**src/rtl/wwkm_pkg.sv**
```systemverilog
// shared constants, request codes, cell control bundle and byte helpers
package wwkm_pkg;

  localparam int NUM_WORDS    = 8;
  localparam int MAX_WORD_LEN = 32;
  localparam int HIST_DEPTH   = MAX_WORD_LEN + 1;

  localparam int SLOT_W = $clog2(NUM_WORDS);
  localparam int POS_W  = $clog2(MAX_WORD_LEN);
  localparam int LEN_W  = $clog2(MAX_WORD_LEN + 1);
  localparam int CNT_W  = $clog2(HIST_DEPTH + 1);
  localparam int MODE_W = 2;

  localparam logic [7:0] CH_ZERO  = 8'h30;
  localparam logic [7:0] CH_NINE  = 8'h39;
  localparam logic [7:0] CH_UP_A  = 8'h41;
  localparam logic [7:0] CH_UP_Z  = 8'h5a;
  localparam logic [7:0] CH_LO_A  = 8'h61;
  localparam logic [7:0] CH_LO_Z  = 8'h7a;
  localparam logic [7:0] CH_UNDER = 8'h5f;
  localparam logic [7:0] CASE_OFS = CH_LO_A - CH_UP_A;

  typedef enum logic [MODE_W-1:0] {
    MODE_BODY    = 2'd0,
    MODE_KW_BYTE = 2'd1,
    MODE_KW_LEN  = 2'd2,
    MODE_UNUSED  = 2'd3
  } mode_t;

  // control broadcast from the sequencer to every cell
  typedef struct packed {
    logic [7:0]       feed;
    logic             step;
    logic             clear;
    logic             flush;
    logic             kw_we;
    logic             len_we;
    logic [SLOT_W-1:0] slot;
    logic [POS_W-1:0]  position;
    logic [LEN_W-1:0]  word_length;
    logic [7:0]       wr_byte;
  } cell_ctl_t;

  function automatic logic is_ident_char(logic [7:0] c);
    return (c >= CH_ZERO && c <= CH_NINE) || (c >= CH_UP_A && c <= CH_UP_Z) ||
           (c >= CH_LO_A && c <= CH_LO_Z) || (c == CH_UNDER);
  endfunction

  function automatic logic [7:0] fold_case(logic [7:0] c);
    if (c >= CH_UP_A && c <= CH_UP_Z) begin
      return c + CASE_OFS;
    end
    return c;
  endfunction

endpackage

```
**src/rtl/wwkm_cell.sv**
```systemverilog
// one keyword byte position: stored bytes, length marks, prefix-match bits, history byte
module wwkm_cell
  import wwkm_pkg::*;
(
  input  logic                 clk,
  input  logic                 rst_n,
  input  logic [POS_W-1:0]     cell_idx,
  input  cell_ctl_t            ctl,
  input  logic [NUM_WORDS-1:0] d_in,
  output logic [NUM_WORDS-1:0] d_out,
  input  logic [7:0]           hist_in,
  output logic [7:0]           hist_out,
  output logic                 hit,
  output logic                 hit_nxt
);

  logic [7:0]           kw_r [NUM_WORDS];
  logic [NUM_WORDS-1:0] mask_r;
  logic [NUM_WORDS-1:0] d_r;
  logic [NUM_WORDS-1:0] d_calc;
  logic [NUM_WORDS-1:0] d_nxt;
  logic [7:0]           hist_r;
  logic [LEN_W-1:0]     len_here;

  assign len_here = LEN_W'(cell_idx) + LEN_W'(1);

  // prefix of length cell_idx+1 still matching after this byte
  always_comb begin
    for (int s = 0; s < NUM_WORDS; s++) begin
      d_calc[s] = !ctl.clear && d_in[s] &&
                  (fold_case(ctl.feed) == fold_case(kw_r[s]));
    end
    if (ctl.flush) begin
      d_nxt = '0;
    end else if (ctl.step) begin
      d_nxt = d_calc;
    end else begin
      d_nxt = d_r;
    end
  end

  always_ff @(posedge clk) begin
    if (!rst_n) begin
      d_r    <= '0;
      mask_r <= '0;
    end else begin
      d_r <= d_nxt;
      if (ctl.len_we) begin
        mask_r[ctl.slot] <= (ctl.word_length == len_here);
      end
    end
  end

  always_ff @(posedge clk) begin
    if (ctl.kw_we && ctl.position == cell_idx) begin
      kw_r[ctl.slot] <= ctl.wr_byte;
    end
    if (ctl.step) begin
      hist_r <= hist_in;
    end
  end

  assign d_out    = d_r;
  assign hist_out = hist_r;
  assign hit      = |(d_r & mask_r);
  assign hit_nxt  = |(d_calc & mask_r);

endmodule

```
**config.mk**
```make
export PLATFORM = sky130hd
export DESIGN_NAME = wwkm_cell
export DESIGN_NICKNAME = d
export VERILOG_FILES = /design/src/rtl/wwkm_pkg.sv /design/src/rtl/wwkm_cell.sv
export SDC_FILE = /design/constraint.sdc
export NUM_CORES = 1
export LEC_CHECK = 0
export ABC_AREA = 0
export BUFFER_PORTS_ARGS = -buffer_cell sky130_fd_sc_hd__buf_2
export CORE_UTILIZATION = 30
export DETAILED_ROUTE_END_ITERATION = 8
export GPL_TIMING_DRIVEN = 0
export SYNTH_ARGS = -nofsm -noshare
export SYNTH_HDL_FRONTEND = slang
export SYNTH_SLANG_ARGS = --single-unit
```
**constraint.sdc**
```tcl
create_clock -name clk -period 2.97 [get_ports clk]
set_input_delay 0.1485 -clock clk [delete_from_list [all_inputs] [get_ports clk]]
set_output_delay 0.1485 -clock clk [all_outputs]
set_load 0.02 [all_outputs]
```
==> impl_metrics.env, run 1 <==
export IMPL_vias=3772
export IMPL_drc=0
export IMPL_cts_tree="built"
export IMPL_rsz0062_at_grt="yes"
export IMPL_ff_latch_area_um2=2480
export IMPL_start_util_pct=30.6
export IMPL_p_per_area_nw_per_um2=469
export IMPL_path_max_fanout=3
export IMPL_yosys_most_used_dff="edfxtp_1"
export IMPL_yosysUniqueCellTypes=54
export IMPL_ys_ff_latch=88
export IMPL_final_common_cell="buf_2"
export IMPL_grt_pass1_wl_um=18900
export IMPL_clk_pin_slew_ps=70
export IMPL_grt_pass1_vias=3665
export IMPL_async_flop_share_pct=0
export IMPL_wirelength_um=12500
export IMPL_syn2layout_area_growth_pct=21.4
export IMPL_synth_top_area_share_pct=44.8
export IMPL_tightestPinTransition_ps=1230
export IMPL_critPathArrivalTime_ps=2760
export IMPL_synthCells=419
export IMPL_timing_fmax_mhz=343
export IMPL_ant_nets=0
export IMPL_drive_gt1_share_pct=21.6
export IMPL_multiInputGateArea_um2=2250
export IMPL_status="finished clean"
export IMPL_ys_top_cells_by_area="edfxtp_1 45%, xnor2_1 8.7%, dfxtp_1 6.6%"
export IMPL_dieArea_um2=16600
export IMPL_power_leakage_nw=2.02
export IMPL_final_cell_mix="73 x buf_2, 72 x edfxtp_1, 48 x xnor2_1, 22 x xor2_1, 21 x nand2_1"
export IMPL_rows=46
export IMPL_clock_latency_ps=340
export IMPL_synthesis_area_um2=4830
export IMPL_setup_tns_ps=0
export IMPL_numPortBuffers=71
export IMPL_fin_crit_sh_pct=98.1
export IMPL_dpl_hpwl_um=9330
export IMPL_dp_cells=706
export IMPL_avgRoutedWirePerCell_um=17.1
export IMPL_finalSetupViolations=0
export IMPL_timing_slew_headroom_pct=17.1
export IMPL_viasPerCell=5.16
export IMPL_crit_required_ps=2820
export IMPL_clockRootBuffer="clkbuf_16"
export IMPL_hold_class="in -> reg"
export IMPL_yosys_warnings=0
export IMPL_synth_avg_cell_area_um2=11.5
export IMPL_clockBufferDepth=2
export IMPL_finalHoldViolations=0
export IMPL_die_h_um=129
export IMPL_drv_cap=0
export IMPL_synth_edf_count=72
export IMPL_final_cells=731
export IMPL_fin_nets=578
export IMPL_slew_violations=0
export IMPL_clock_sinks=88
export IMPL_yosys_area_top_type="edfxtp_1"
export IMPL_drt_iter0_drc=251
export IMPL_grt_ovfl_total=0
export IMPL_clock_skew_ps=5.42
export IMPL_core_area_um2=15800
export IMPL_first_pass_iters=5
export IMPL_htreeDepth=3
export IMPL_io_pins=76
export IMPL_gr_usage_all_layers_pct=15.3
export IMPL_ir_drop_v=0.000209
export IMPL_criticalPathCategory="reg -> out"
export IMPL_ys_seq_area_share_pct=51.4
export IMPL_fp_dieW_um=129
export IMPL_rrSetupSlack_ps=650
export IMPL_startpoint_type="flop"
export IMPL_period_needed_ps=2910
export IMPL_grt_max_degree=16
export IMPL_numCtsBuffers=9
export IMPL_antenna_found_initial=0
export IMPL_antennaDiodeCount=0
export IMPL_synth_nets=487
export IMPL_gp_congestion=0.764
export IMPL_fillers=1577
export IMPL_end_kind="output port"
## worst paths after layout
path	startpoint	end	depth (start not counted)
hold reg to reg	d_out[5]	d_out[5]	2
hold / removal	ctl[6]	kw_r[6][6]	1
setup / recovery	kw_r[6][4]	hit_nxt	8
setup reg to reg	kw_r[3][0]	d_out[3]	7
## state kept, by name (all words and copies together) (netlist names)
register / count
mask_r: 8
kw_r: 64
d_out: 8
hist_out: 8
## per-layer routing
layer | share of wire, % | track usage, %
met1 | 40 | 17.4
met3 | 4.6 | 2.74
met2 | 52 | 27.9
met5 | 0 | 0
met4 | 3.3 | 7.06
## area by class of cell
type	instances	share of cell area, %
timing repair buffer	80	7.56
multi-input combinational	311	38.5
sequential	88	42.4
clock buffer	9	3.84
tap	216	4.61
buffer	11	1.37
clock inverter	7	1.20
inverter	9	0.577
## through the flow
step	power (mW)	util (%)	cell area (um2)	hold slack, ps	worst slack [ps]
2_1_floorplan	1.53	-	4830	247	707
3_3_place_gp	1.63	34.6	5450	326	232
3_5_place_dp	1.64	34.6	5450	327	218
4_1_cts	2.76	37.0	5830	130	15.4
5_1_grt	2.83	37.1	5860	144	-52.8
6_report	2.75	37.1	5860	131	56.9
## repair_timing
item,4_1_cts,5_1_grt
hold buffers,8,0
pin swaps,1,1
endpoints found under the setup margin,1,1
resized for setup,1,2
buffers inserted,0,1
hold endpoints to repair,8,0
## critical path, stage by stage (launching register included)
cell and delay, ps:
edfxtp_1 430, or4_4 570, o221ai_2 190, o21bai_1 100, xnor2_1 150, and3_1 170
a222oi_1 410, o2111ai_1 210, buf_2 200
## report_power, final
| group | leakage, nW | internal, mW | switching [mW] |
|---|---|---|---|
| sequential | 0.782 | 1.34 | 0.00480 |
| clock | 0.138 | 0.652 | 0.478 |
| combinational | 1.10 | 0.115 | 0.155 |
## cells by family after synthesis
kind of cell	synth area share [%]
AOI/OAI and AO/OA	14.1
muxes	0.829
and+or+nand+nor	16.0
DFF	51.4
adders and majority gates	2.59
buffers and inverters	2.36
xor gates and xnor gates	12.7
## Yosys cell counts, drive strengths merged (7+ instances only)
cell type / count
xor2: 22
nand2: 21
nor2: 20
buf: 9
a21boi: 7
dfxtp: 16
nand3: 8
inv: 9
nor4b: 11
a22oi: 11
nand2b: 12
or2: 7
nand4: 16
a21oi: 16
o21ai: 9
and3: 9
ha: 10
xnor2: 48
edfxtp: 72
nor3: 12
Note: power is estimated with default switching activity, not from simulation.
==> run 2: changes to the inputs <==
- BUFFER_PORTS_ARGS: -buffer_cell sky130_fd_sc_hd__buf_2 -> unset
- CORE_UTILIZATION: 30 -> 50
- DONT_BUFFER_PORTS: unset -> 1
==> run 2 against run 1 <==
  * The flow now finishes with violations (negative setup slack)
  * Non-clock buffer count fell by 60
  * Worst hold slack worse by 86 ps
  * Fmax shrank 2.4%
  * Sequential cell count is the same
  * Register-to-register slack better by 60 ps
  * Global-route usage increased by 8.8 points
  * Via count is 9.1% lower
  * Cell area down 8.0%
  * Critical path type unchanged
  * Critical endpoint unchanged
  * Highest routed layer is now met5
==> impl_metrics.env, run 2 (synthesized netlist as in run 1, its figures left out) <==
export IMPL_status="finished with violations"
export IMPL_violations="negative setup slack"
export IMPL_rsz0062_at_grt="yes"
export IMPL_design_area_um2=5390
export IMPL_syn2layout_area_growth_pct=11.7
export IMPL_fin_crit_sh_pct=100
export IMPL_ant_nets=0
export IMPL_hold_end="kw_r[4][5]"
export IMPL_finalSetupViolations=1
export IMPL_drv_cap=0
export IMPL_clock_sinks=88
export IMPL_power_leakage_nw=1.72
export IMPL_ir_drop_v=0.000224
export IMPL_dieArea_um2=10100
export IMPL_worstReg2RegStart="kw_r[1][0]"
export IMPL_fin_nets=518
export IMPL_clockRootBuffer="clkbuf_8"
export IMPL_end_kind="output port"
export IMPL_path_max_fanout=3
export IMPL_htreeDepth=3
export IMPL_p_per_area_nw_per_um2=434
export IMPL_start_util_pct=52.0
export IMPL_min_from="ctl[19]"
export IMPL_min_path_cells=1
export IMPL_r2r_end="d_out[1]"
export IMPL_clock_skew_ps=12.2
export IMPL_startpoint_type="flop"
export IMPL_core_area_um2=9280
export IMPL_cts_tree="built"
export IMPL_antenna_found_initial=1
export IMPL_clk_pin_slew_ps=90
export IMPL_grt_pass1_wl_um=17800
export IMPL_final_cell_mix="72 x edfxtp_1, 48 x xnor2_1, 22 x xor2_1, 21 x nand2_1, 20 x nor2_1"
export IMPL_antennaDiodeCount=0
export IMPL_timing_fmax_mhz=335
export IMPL_critPathArrivalTime_ps=2830
export IMPL_die_h_um=100
export IMPL_grt_max_degree=17
export IMPL_crit_start="kw_r[6][2]"
export IMPL_crit_required_ps=2820
export IMPL_grt_pass1_vias=3429
export IMPL_timing_slew_headroom_pct=21.6
export IMPL_wirelength_um=11500
export IMPL_numCtsBuffers=9
export IMPL_gr_usage_all_layers_pct=24.2
export IMPL_largest_register_ffs=64
export IMPL_gp_congestion=0.794
export IMPL_top_register="kw_r"
export IMPL_rows=35
export IMPL_slew_violations=0
export IMPL_tightestPinTransition_ps=1170
export IMPL_criticalPathCategory="reg -> out"
export IMPL_dpl_hpwl_um=8400
export IMPL_fin_util_pct=58.1
export IMPL_avgRoutedWirePerCell_um=19.7
export IMPL_drive_gt1_share_pct=9.45
export IMPL_worst_r2r_cell_count=7
export IMPL_fin_ws_ps=-13.3
export IMPL_drc=0
export IMPL_numPortBuffers=0
export IMPL_viasPerCell=5.87
export IMPL_fillers=822
export IMPL_period_needed_ps=2980
export IMPL_hold_class="in -> reg"
export IMPL_vias=3429
export IMPL_first_pass_iters=4
export IMPL_drt_iter0_drc=214
export IMPL_io_pins=76
export IMPL_fp_dieW_um=100
export IMPL_finalHoldViolations=0
export IMPL_final_common_cell="edfxtp_1"
export IMPL_grt_ovfl_total=0
export IMPL_placed_cell_area_um2=4990
export IMPL_clock_latency_ps=350
export IMPL_clockBufferDepth=2
export IMPL_rrSetupSlack_ps=710
## run 2: cell count changes in the layout (fill, tap and decap cells not counted), moves of 2 or more
cell / change
dlygate4sd3_1: +10
clkinv_1: -2
clkbuf_16: -9
buf_2: -71
clkbuf_8: +9
## run 2: how the worst max path moves through the flow
stage | slack, ps | end | depth (start not counted)
2_1_floorplan | 710 | hit_nxt | 7
3_3_place_gp | 270 | hit_nxt | 10
3_5_place_dp | 260 | hit_nxt | 10
4_1_cts | 7 | hit_nxt | 7
5_1_grt | -70 | hit_nxt | 7
6_report | -10 | hit_nxt | 7
## run 2: repair_timing
action,in CTS,in global routing
endpoints found under the setup margin,1,1
resized for setup,2,2
pin swaps,2,3
buffers inserted,1,0
hold endpoints to repair,93,0
hold buffers,18,0
cloned,0,0
## run 2: layout make-up
type	instances	area (um2)	share of cell area [%]
multi-input combinational	311	2260	41.9
clock buffer	10	128	2.37
tap	129	161	2.99
timing repair buffer	20	195	3.62
sequential	88	2480	46.1
clock inverter	6	50.0	0.929
inverter	9	33.8	0.627
buffer	11	80.1	1.49
## run 2: report_power, final
group / switching, mW / total (mW) / internal [mW]
clock: 0.445 / 0.763 / 0.318
sequential: 0.0166 / 1.36 / 1.34
combinational: 0.122 / 0.217 / 0.0944
total: 0.584 / 2.34 / 1.76
## run 2: worst max-delay path: stages (launching register included)
cell and delay [ps]:
edfxtp_1 430, or4_4 550, o221ai_2 170, o21bai_1 110, xnor2_1 160, and3_1 170
a222oi_1 530, o2111ai_2 360
## run 2: metrics by stage
stage	worst slack (ps)	cells	hold WS (ps)	setup TNS, ps	total power [mW]
floorplan	707	419	247	0	1.53
global placement	266	548	247	0	1.56
detailed placement	257	548	247	0	1.57
CTS	6.66	583	49.8	0	2.36
global route	-68.6	584	21.3	-68.6	2.42
finish	-13.3	584	45.0	-13.3	2.34
## run 2: per-layer routing
layer	vias up	wire (um)	GRT usage (%)	part of all wire (%)
met4	2	182	8.25	1.6
li1	1669	-	-	-
met5	-	13	0	0.11
met1	1670	5040	31.4	44
met3	16	424	4.53	3.7
met2	72	5830	40.7	51
